$ cat src/hdl/mer_pkg.sv
package mer_pkg;

  localparam int AXIS_BITS_DEF = 10;
  localparam int PC_BITS = 4;

  typedef enum logic {
    CMD_START = 1'b0,
    CMD_STEP  = 1'b1
  } cmd_t;

  typedef enum logic [1:0] {
    ST_IDLE,
    ST_MUL,
    ST_ACC,
    ST_EMIT
  } state_t;

  typedef enum logic [2:0] {
    PR_START,
    PR_CMP,
    PR_R1_NEG,
    PR_R1_POS,
    PR_R2_INIT,
    PR_R2_NEG,
    PR_R2_POS
  } prog_t;

  typedef enum logic [2:0] {
    OP_AX,
    OP_X,
    OP_Y,
    OP_ASQ,
    OP_BSQ,
    OP_SQ,
    OP_ONE,
    OP_TWELVE
  } opsel_t;

  typedef enum logic [1:0] {
    CAP_NONE,
    CAP_ASQ,
    CAP_BSQ,
    CAP_SQ
  } cap_t;

  typedef struct packed {
    opsel_t     sel_a;
    opsel_t     sel_b;
    logic [1:0] shift;
    logic       sub;
    logic       acc_en;
    cap_t       cap;
    logic       last;
  } uop_t;

  function automatic uop_t mk(opsel_t a, opsel_t b, logic [1:0] sh, logic sub,
                              logic en, cap_t cap, logic last);
    uop_t u;
    u.sel_a  = a;
    u.sel_b  = b;
    u.shift  = sh;
    u.sub    = sub;
    u.acc_en = en;
    u.cap    = cap;
    u.last   = last;
    return u;
  endfunction

  // Each entry is one multiply followed, when acc_en is set, by acc +/- (product << shift).
  function automatic uop_t uop_rom(prog_t prog, logic [PC_BITS-1:0] pc);
    uop_t u;
    u = mk(OP_ONE, OP_ONE, 2'd0, 1'b0, 1'b0, CAP_NONE, 1'b1);
    case (prog)
      PR_START: begin
        case (pc)
          4'd0:    u = mk(OP_AX,  OP_AX, 2'd0, 1'b0, 1'b1, CAP_ASQ,  1'b0);
          4'd1:    u = mk(OP_Y,   OP_Y,  2'd2, 1'b0, 1'b1, CAP_BSQ,  1'b0);
          4'd2:    u = mk(OP_ASQ, OP_Y,  2'd2, 1'b1, 1'b1, CAP_NONE, 1'b1);
          default: ;
        endcase
      end
      PR_CMP: begin
        case (pc)
          4'd0:    u = mk(OP_ASQ, OP_Y, 2'd0, 1'b0, 1'b1, CAP_NONE, 1'b0);
          4'd1:    u = mk(OP_BSQ, OP_X, 2'd0, 1'b1, 1'b1, CAP_NONE, 1'b1);
          default: ;
        endcase
      end
      PR_R1_NEG: begin
        case (pc)
          4'd0:    u = mk(OP_BSQ, OP_X,      2'd3, 1'b0, 1'b1, CAP_NONE, 1'b0);
          4'd1:    u = mk(OP_BSQ, OP_TWELVE, 2'd0, 1'b0, 1'b1, CAP_NONE, 1'b1);
          default: ;
        endcase
      end
      PR_R1_POS: begin
        case (pc)
          4'd0:    u = mk(OP_BSQ, OP_X,      2'd3, 1'b0, 1'b1, CAP_NONE, 1'b0);
          4'd1:    u = mk(OP_ASQ, OP_Y,      2'd3, 1'b1, 1'b1, CAP_NONE, 1'b0);
          4'd2:    u = mk(OP_ASQ, OP_ONE,    2'd3, 1'b0, 1'b1, CAP_NONE, 1'b0);
          4'd3:    u = mk(OP_BSQ, OP_TWELVE, 2'd0, 1'b0, 1'b1, CAP_NONE, 1'b1);
          default: ;
        endcase
      end
      PR_R2_INIT: begin
        case (pc)
          4'd0:    u = mk(OP_X,   OP_X,   2'd0, 1'b0, 1'b0, CAP_SQ,   1'b0);
          4'd1:    u = mk(OP_BSQ, OP_SQ,  2'd2, 1'b0, 1'b1, CAP_NONE, 1'b0);
          4'd2:    u = mk(OP_BSQ, OP_X,   2'd2, 1'b0, 1'b1, CAP_NONE, 1'b0);
          4'd3:    u = mk(OP_Y,   OP_Y,   2'd0, 1'b0, 1'b0, CAP_SQ,   1'b0);
          4'd4:    u = mk(OP_ASQ, OP_SQ,  2'd2, 1'b0, 1'b1, CAP_NONE, 1'b0);
          4'd5:    u = mk(OP_ASQ, OP_Y,   2'd3, 1'b1, 1'b1, CAP_NONE, 1'b0);
          4'd6:    u = mk(OP_ASQ, OP_ONE, 2'd2, 1'b0, 1'b1, CAP_NONE, 1'b0);
          4'd7:    u = mk(OP_BSQ, OP_ONE, 2'd0, 1'b0, 1'b1, CAP_NONE, 1'b0);
          4'd8:    u = mk(OP_ASQ, OP_BSQ, 2'd2, 1'b1, 1'b1, CAP_NONE, 1'b1);
          default: ;
        endcase
      end
      PR_R2_NEG: begin
        case (pc)
          4'd0:    u = mk(OP_BSQ, OP_X,      2'd3, 1'b0, 1'b1, CAP_NONE, 1'b0);
          4'd1:    u = mk(OP_ASQ, OP_Y,      2'd3, 1'b1, 1'b1, CAP_NONE, 1'b0);
          4'd2:    u = mk(OP_ASQ, OP_TWELVE, 2'd0, 1'b0, 1'b1, CAP_NONE, 1'b0);
          4'd3:    u = mk(OP_BSQ, OP_ONE,    2'd3, 1'b0, 1'b1, CAP_NONE, 1'b1);
          default: ;
        endcase
      end
      PR_R2_POS: begin
        case (pc)
          4'd0:    u = mk(OP_ASQ, OP_TWELVE, 2'd0, 1'b0, 1'b1, CAP_NONE, 1'b0);
          4'd1:    u = mk(OP_ASQ, OP_Y,      2'd3, 1'b1, 1'b1, CAP_NONE, 1'b1);
          default: ;
        endcase
      end
      default: ;
    endcase
    return u;
  endfunction

endpackage

$ cat src/hdl/midpoint_ellipse_rasterizer.sv
// Channel  Ports                                         Direction  Handshake
// in       in_command, in_semi_axis_x, in_semi_axis_y     input      in_valid / in_stall
// out      out_point_x, out_point_y, out_region,          output     out_valid / out_stall
//          out_last_of_group, out_finished
//
// One shared multiplier and one accumulator adder run a short microprogram; each
// multiply-accumulate operation passes through ST_MUL and then ST_ACC, and the four
// mirrored words leave from ST_EMIT, which holds while out_stall is high. Region-two steps
// after the first skip the compare and initialising programs that the first one runs.
// A step with nothing left to draw is accepted and gives no word.
// Reset leaves the block idle with nothing to draw; in_stall is high while busy.
module midpoint_ellipse_rasterizer #(
  parameter int AXIS_BITS = mer_pkg::AXIS_BITS_DEF
) (
  input  logic                        clk,
  input  logic                        rst_n,
  input  logic                        in_valid,
  output logic                        in_stall,
  input  logic                        in_command,
  input  logic [AXIS_BITS-1:0]        in_semi_axis_x,
  input  logic [AXIS_BITS-1:0]        in_semi_axis_y,
  output logic                        out_valid,
  input  logic                        out_stall,
  output logic signed [AXIS_BITS:0]   out_point_x,
  output logic signed [AXIS_BITS:0]   out_point_y,
  output logic                        out_region,
  output logic                        out_last_of_group,
  output logic                        out_finished
);

  localparam int OPW = 2 * AXIS_BITS;
  localparam int PW  = 2 * OPW;
  localparam int DW  = 4 * AXIS_BITS + 4;

  mer_pkg::state_t state_r, state_nxt;
  mer_pkg::prog_t  prog_r, prog_nxt;
  logic [mer_pkg::PC_BITS-1:0] pc_r, pc_nxt;
  logic [AXIS_BITS-1:0] cur_x_r, cur_x_nxt, cur_y_r, cur_y_nxt, ax_r, ax_nxt;
  logic [OPW-1:0] asq_r, asq_nxt, bsq_r, bsq_nxt, sq_r, sq_nxt;
  logic [PW-1:0]  prod_r, prod_nxt;
  logic signed [DW-1:0] acc_r, acc_nxt, dec_r, dec_nxt, acc_sum, term;
  logic r2_r, r2_nxt, done_r, done_nxt, grp_r, grp_nxt;
  logic [1:0] q_r, q_nxt;
  logic [AXIS_BITS-1:0] x_inc, y_dec;
  logic [AXIS_BITS:0] px, py, nx, ny;
  mer_pkg::uop_t uop;
  logic [OPW-1:0] opa, opb;

  function automatic logic [OPW-1:0] operand(mer_pkg::opsel_t sel,
                                             logic [AXIS_BITS-1:0] ax,
                                             logic [AXIS_BITS-1:0] x,
                                             logic [AXIS_BITS-1:0] y,
                                             logic [OPW-1:0] asq,
                                             logic [OPW-1:0] bsq,
                                             logic [OPW-1:0] sq);
    logic [OPW-1:0] v;
    case (sel)
      mer_pkg::OP_AX:     v = OPW'(ax);
      mer_pkg::OP_X:      v = OPW'(x);
      mer_pkg::OP_Y:      v = OPW'(y);
      mer_pkg::OP_ASQ:    v = asq;
      mer_pkg::OP_BSQ:    v = bsq;
      mer_pkg::OP_SQ:     v = sq;
      mer_pkg::OP_ONE:    v = OPW'(1);
      mer_pkg::OP_TWELVE: v = OPW'(12);
      default:            v = '0;
    endcase
    return v;
  endfunction

  assign uop = mer_pkg::uop_rom(prog_r, pc_r);
  assign opa = operand(uop.sel_a, ax_r, cur_x_r, cur_y_r, asq_r, bsq_r, sq_r);
  assign opb = operand(uop.sel_b, ax_r, cur_x_r, cur_y_r, asq_r, bsq_r, sq_r);

  assign term    = $signed(DW'(prod_r) << uop.shift);
  assign acc_sum = uop.sub ? acc_r - term : acc_r + term;
  assign x_inc   = cur_x_r + {{(AXIS_BITS-1){1'b0}}, 1'b1};
  assign y_dec   = cur_y_r - {{(AXIS_BITS-1){1'b0}}, 1'b1};

  always_comb begin
    state_nxt = state_r;
    prog_nxt  = prog_r;
    pc_nxt    = pc_r;
    cur_x_nxt = cur_x_r;
    cur_y_nxt = cur_y_r;
    ax_nxt    = ax_r;
    asq_nxt   = asq_r;
    bsq_nxt   = bsq_r;
    sq_nxt    = sq_r;
    prod_nxt  = prod_r;
    acc_nxt   = acc_r;
    dec_nxt   = dec_r;
    r2_nxt    = r2_r;
    done_nxt  = done_r;
    grp_nxt   = grp_r;
    q_nxt     = q_r;
    case (state_r)
      mer_pkg::ST_IDLE: begin
        if (in_valid) begin
          pc_nxt = '0;
          if (in_command == mer_pkg::CMD_START) begin
            ax_nxt    = in_semi_axis_x;
            cur_x_nxt = '0;
            cur_y_nxt = in_semi_axis_y;
            acc_nxt   = '0;
            r2_nxt    = 1'b0;
            prog_nxt  = mer_pkg::PR_START;
            state_nxt = mer_pkg::ST_MUL;
          end else if (!done_r) begin
            state_nxt = mer_pkg::ST_MUL;
            if (r2_r) begin
              acc_nxt  = dec_r;
              prog_nxt = dec_r[DW-1] ? mer_pkg::PR_R2_NEG : mer_pkg::PR_R2_POS;
            end else begin
              acc_nxt  = '0;
              prog_nxt = mer_pkg::PR_CMP;
            end
          end
        end
      end
      mer_pkg::ST_MUL: begin
        prod_nxt  = PW'(opa) * PW'(opb);
        state_nxt = mer_pkg::ST_ACC;
      end
      mer_pkg::ST_ACC: begin
        if (uop.acc_en) begin
          acc_nxt = acc_sum;
        end
        case (uop.cap)
          mer_pkg::CAP_ASQ: asq_nxt = prod_r[OPW-1:0];
          mer_pkg::CAP_BSQ: bsq_nxt = prod_r[OPW-1:0];
          mer_pkg::CAP_SQ:  sq_nxt  = prod_r[OPW-1:0];
          default: ;
        endcase
        if (!uop.last) begin
          pc_nxt    = pc_r + {{(mer_pkg::PC_BITS-1){1'b0}}, 1'b1};
          state_nxt = mer_pkg::ST_MUL;
        end else begin
          pc_nxt = '0;
          q_nxt  = '0;
          case (prog_r)
            mer_pkg::PR_START: begin
              dec_nxt   = acc_sum;
              done_nxt  = (cur_y_r == '0);
              grp_nxt   = 1'b0;
              state_nxt = mer_pkg::ST_EMIT;
            end
            mer_pkg::PR_CMP: begin
              state_nxt = mer_pkg::ST_MUL;
              if (!acc_sum[DW-1] && acc_sum != '0) begin
                acc_nxt  = dec_r;
                prog_nxt = dec_r[DW-1] ? mer_pkg::PR_R1_NEG : mer_pkg::PR_R1_POS;
              end else begin
                acc_nxt  = '0;
                r2_nxt   = 1'b1;
                prog_nxt = mer_pkg::PR_R2_INIT;
              end
            end
            mer_pkg::PR_R2_INIT: begin
              state_nxt = mer_pkg::ST_MUL;
              prog_nxt  = acc_sum[DW-1] ? mer_pkg::PR_R2_NEG : mer_pkg::PR_R2_POS;
            end
            mer_pkg::PR_R1_NEG: begin
              dec_nxt   = acc_sum;
              cur_x_nxt = x_inc;
              done_nxt  = (cur_y_r == '0);
              grp_nxt   = 1'b0;
              state_nxt = mer_pkg::ST_EMIT;
            end
            mer_pkg::PR_R1_POS: begin
              dec_nxt   = acc_sum;
              cur_x_nxt = x_inc;
              cur_y_nxt = y_dec;
              done_nxt  = (y_dec == '0);
              grp_nxt   = 1'b0;
              state_nxt = mer_pkg::ST_EMIT;
            end
            mer_pkg::PR_R2_NEG: begin
              dec_nxt   = acc_sum;
              cur_x_nxt = x_inc;
              cur_y_nxt = y_dec;
              done_nxt  = (y_dec == '0);
              grp_nxt   = 1'b1;
              state_nxt = mer_pkg::ST_EMIT;
            end
            mer_pkg::PR_R2_POS: begin
              dec_nxt   = acc_sum;
              cur_y_nxt = y_dec;
              done_nxt  = (y_dec == '0);
              grp_nxt   = 1'b1;
              state_nxt = mer_pkg::ST_EMIT;
            end
            default: state_nxt = mer_pkg::ST_IDLE;
          endcase
        end
      end
      mer_pkg::ST_EMIT: begin
        if (!out_stall) begin
          q_nxt = q_r + 2'd1;
          if (q_r == 2'd3) begin
            state_nxt = mer_pkg::ST_IDLE;
          end
        end
      end
      default: state_nxt = mer_pkg::ST_IDLE;
    endcase
  end

  always_ff @(posedge clk) begin
    if (!rst_n) begin
      state_r <= mer_pkg::ST_IDLE;
      prog_r  <= mer_pkg::PR_START;
      pc_r    <= '0;
      q_r     <= '0;
      cur_x_r <= '0;
      cur_y_r <= '0;
      asq_r   <= '0;
      bsq_r   <= '0;
      dec_r   <= '0;
      r2_r    <= 1'b0;
      done_r  <= 1'b1;
      grp_r   <= 1'b0;
    end else begin
      state_r <= state_nxt;
      prog_r  <= prog_nxt;
      pc_r    <= pc_nxt;
      q_r     <= q_nxt;
      cur_x_r <= cur_x_nxt;
      cur_y_r <= cur_y_nxt;
      asq_r   <= asq_nxt;
      bsq_r   <= bsq_nxt;
      dec_r   <= dec_nxt;
      r2_r    <= r2_nxt;
      done_r  <= done_nxt;
      grp_r   <= grp_nxt;
    end
  end

  always_ff @(posedge clk) begin
    ax_r   <= ax_nxt;
    sq_r   <= sq_nxt;
    prod_r <= prod_nxt;
    acc_r  <= acc_nxt;
  end

  // Word order within a group: (x,y), (x,-y), (-x,-y), (-x,y).
  assign px = {1'b0, cur_x_r};
  assign py = {1'b0, cur_y_r};
  assign nx = ~px + {{AXIS_BITS{1'b0}}, 1'b1};
  assign ny = ~py + {{AXIS_BITS{1'b0}}, 1'b1};

  assign in_stall          = (state_r != mer_pkg::ST_IDLE);
  assign out_valid         = (state_r == mer_pkg::ST_EMIT);
  assign out_point_x       = (q_r == 2'd2 || q_r == 2'd3) ? nx : px;
  assign out_point_y       = (q_r == 2'd1 || q_r == 2'd2) ? ny : py;
  assign out_region        = grp_r;
  assign out_last_of_group = (q_r == 2'd3);
  assign out_finished      = done_r;

endmodule

$ cat config.mk
export PLATFORM = sky130hd
export DESIGN_NAME = midpoint_ellipse_rasterizer
export DESIGN_NICKNAME = d
export VERILOG_FILES = /design/src/hdl/mer_pkg.sv /design/src/hdl/midpoint_ellipse_rasterizer.sv
export SDC_FILE = /design/constraint.sdc
export NUM_CORES = 2
export LEC_CHECK = 0
export BUFFER_PORTS_ARGS = -buffer_cell sky130_fd_sc_hd__buf_2
export CORE_ASPECT_RATIO = 1.2
export CORE_MARGIN = 2
export CORE_UTILIZATION = 45
export CTS_BUF_LIST = sky130_fd_sc_hd__clkbuf_2
export CTS_CLUSTER_SIZE = 24
export DETAILED_ROUTE_END_ITERATION = 8
export PLACE_DENSITY_LB_ADDON = 0.08
export SYNTH_ARGS = -nofsm -noshare
export SYNTH_HDL_FRONTEND = slang
export SYNTH_SLANG_ARGS = --single-unit
export TNS_END_PERCENT = 30
$ cat constraint.sdc
create_clock -name clk -period 12.7 [get_ports clk]
set_input_delay 2.54 -clock clk [delete_from_list [all_inputs] [get_ports clk]]
set_output_delay 2.54 -clock clk [all_outputs]
set_load 0.02 [all_outputs]
==> out/summary.txt <==
Filler cell count = 6677
Top cell type's share of synthesized area = 0.210
Clock power share = 0.096
Final wirelength = 101 mm
Total power = 6.81 mW
Share of cells above drive strength 1 = 0.0901
Asr flop ratio synth = 0
Critical path data required time = 13.39 ns
WL per Instance = 22.0 microns
Skew final = 0.143 ns
Register Area = 5790 sq um
1st-iter DRT viols = 1720
Area leader, netlist = fa_1
Core area = 67100 sq um
Die Wd = 242 microns
Syn_nets = 4208
Via count = 26300
Synth warn = 0
Reg clk slew, reported paths = 0.10 ns
Die footprint = 70000 sq um
Worst setup EP type = flip-flop
Sequential fraction of design power = 0.163
Switching pwr = 3.63 mW
Mapped cell area = 30600 sq um
Critical Path Max Stage Delay = 0.62 ns
Hold path cells = 2
Cell row count = 104
CTS tree = yes
Skew-Pair Late Insertion Delay = 1.08 ns
Top FF cell, synth = dfxtp_1
Fin crit share = 0.939
Comb pwr share = 0.741
Worst EP arrival = 12.62 ns
Final hold viol count = 0
Final Net Count = 4184
Vias per Instance = 5.73
Slew Limit Fails = 0
VDD IR max = 302 uV
Syn Area/Cell = 8.36 sq um
Port Buffers = 51
Class of the worst hold path = flip-flop to flip-flop
Cell Count, Final, Fillers Out = 4588
Critical setup path kind = flip-flop to flip-flop
Initial core utilization = 0.455
Layout overhead on the synthesized area = 6.19%
HPWL Detailed = 79.2 mm
Cell variety after synth = 92
RSZ-0062 raised after global routing = false
Sequential fraction of the synthesis area = 0.189
Worst path most repeated cell = fa_1
Multi-input logic area = 22400 sq um
Postcts setup bufs = 0
Synth top area cells = fa_1 (21%), edfxtp_1 (11%), ha_1 (8.4%)
Internal power = 3.18 mW
Startpoint Class = flip-flop
Switching Fraction = 0.533
Die extent in y = 289 microns
H-tree lvl count = 3
Outcome = completed
Critical Path Slowest Stage Cell = o41ai_1
Fmax = 83.8 MHz
Worst slew margin = 0.148
Leak Pwr = 14.8 nW
Final min period = 11.93 ns
Gate Count Post-Synth = 3658
Maximum fanout along the worst path = 23
Placed cells = 4467
Max Cap Viol = 0
Aggregate negative setup slack = 0 ns
PwrDens = 210 nW/um^2
IO Count = 52
Vias in the first global route = 27000
R2R cell count = 37
CTS Sinks = 232
WHS = 0.478 ns
Final core utilization = 0.483
Final ANT Viol Nets = 0
First-pass GRT wire length = 156 mm
Initial antenna violation count = 1
Synth Register Bits = 232
Pin count of the biggest net entering global routing = 89
Post-route DRC = 0
Post-synth EDFFs = 114
CTS Root Cell = clkbuf_2
Setup Viol. Count Final = 0
Worst slew pin tran = 1.28 ns
Global route overflow = 0
GPL Wtd Cong = 0.920
TritonRoute pass-1 iters = 7
Total CTS buffers = 66
Clock Tree Buf Depth = 3
Total track usage = 0.287
synth_stat cells (all sizes together) (13+ instances only):
library cell and instances:
nand2b 27, nand2 525, nand4 23, o21bai 20, inv 436, a21o 50
buf 38, or2 13, a21oi 169, nor4 15, and2 63, a21boi 57
a211oi 19, nor2 352, xnor2 86, a31oi 28, o21a 33, edfxtp 114
and3 20, clkbuf 182, xor2 53, o2bb2ai 44, nor3 44, o31ai 14
o211ai 24, a22oi 28, or3 21, o21ai 167, nor2b 44, fa 321
nand3 40, mux2i 109, dfxtp 118, ha 204
through the flow:
| stage | area (sq um) | worst slack, ns |
|---|---|---|
| 6_report | 32500 | 0.773 |
| 5_1_grt | 32500 | 0.0362 |
| 4_1_cts | 32400 | 0.760 |
| 3_5_place_dp | 31700 | 0.905 |
| 3_3_place_gp | 31700 | 0.895 |
| 2_1_floorplan | 30600 | 2.50 |
critical path, delay by kind of cell, from the launching register on:
kind            cells  cell delay (ns)
compound gates     15             4.60
fa+ha+maj           9             4.44
simple gates        5             1.34
buf+inv             7             0.66
flops               1             0.42
xor+xnor            1             0.12
routing by layer:
layer  part of all wire  track usage  vias to the layer above
met5                  0            0                        -
met4              0.041        0.119                        0
met3              0.041       0.0281                      193
met2               0.50        0.511                      726
met1               0.42        0.357                    13200
li1                   -            -                    12200
cell type report:
cell class	instances	area share
multi-input cells	2770	0.690
flip-flops and latches	232	0.178
inverters	436	0.0504
well taps	901	0.0347
repair buffers	128	0.0257
clock buffers	95	0.0147
clock inverters	25	0.00663
diodes	1	0.0000771
worst paths after layout:
check                              start  slack, ns    endpoint
worst max-delay path             pc_r[1]       0.77  prod_r[38]
worst min-delay path            dec_r[1]       0.48    dec_r[1]
worst max register to register   pc_r[1]       0.77  prod_r[38]
worst min register to register  dec_r[1]       0.48    dec_r[1]
power groups by stage:
stage | Clock [mW] | Combinational [mW] | Sequential, mW
after floorplan | 0 | 3.60 | 1.06
after global placement | 0 | 4.87 | 1.12
after detailed placement | 0 | 4.94 | 1.13
after CTS | 0.679 | 4.97 | 1.11
after global routing | 0.708 | 5.58 | 1.12
final | 0.651 | 5.05 | 1.11
logic make-up (layout without fill, tap and decap cells):
logic type / count (synthesis) / in the layout / share of synthesized area
mux: 117 / 117 / 0.0390
xor+xnor: 140 / 140 / 0.0406
fa+ha+maj: 526 / 526 / 0.294
simple gates: 1226 / 1226 / 0.179
buf+inv: 656 / 684 / 0.0827
other cells: 0 / 1 / 0
compound gates: 761 / 761 / 0.175
flops: 232 / 232 / 0.189
layout by cell type, fill, tap and decap left out, types with 11 or more instances in the layout:
cell type and n:
a211oi_1 17, a21boi_0 57, a21o_1 50, a21oi_1 169, a22oi_1 28, a31oi_1 28, and2_1 62, and3_1 19
buf_2 51, buf_4 77, clkbuf_2 95, clkinv_1 12, dfxtp_1 118, edfxtp_1 114, fa_1 321, ha_1 204
inv_1 436, mux2i_1 109, nand2_1 523, nand2b_1 27, nand3_1 39, nand3b_1 11, nand4_1 23, nor2_1 350
nor2b_1 43, nor3_1 41, nor4_1 14, o211ai_1 24, o21a_1 33, o21ai_0 150, o21ai_1 15, o21bai_1 20
o2bb2ai_2 40, o31ai_1 13, or2_2 12, or3_1 21, xnor2_1 86, xor2_1 53
what timing repair did:
action                     CTS  global route
setup endpoints to repair    0             1
resized for setup            0             5
hold buffers                 0             0
registers in the layout (all words and copies together) (netlist names), 3 cells and up:
| signal | flops |
|---|---|
| cur_x_r | 10 |
| bsq_r | 20 |
| asq_r | 20 |
| prod_r | 40 |
| sq_r | 20 |
| cur_y_r | 10 |
| dec_r | 44 |
| ax_r | 10 |
| pc_r | 4 |
| prog_r | 3 |
| acc_r | 44 |
(Power assumes the default switching activity.)
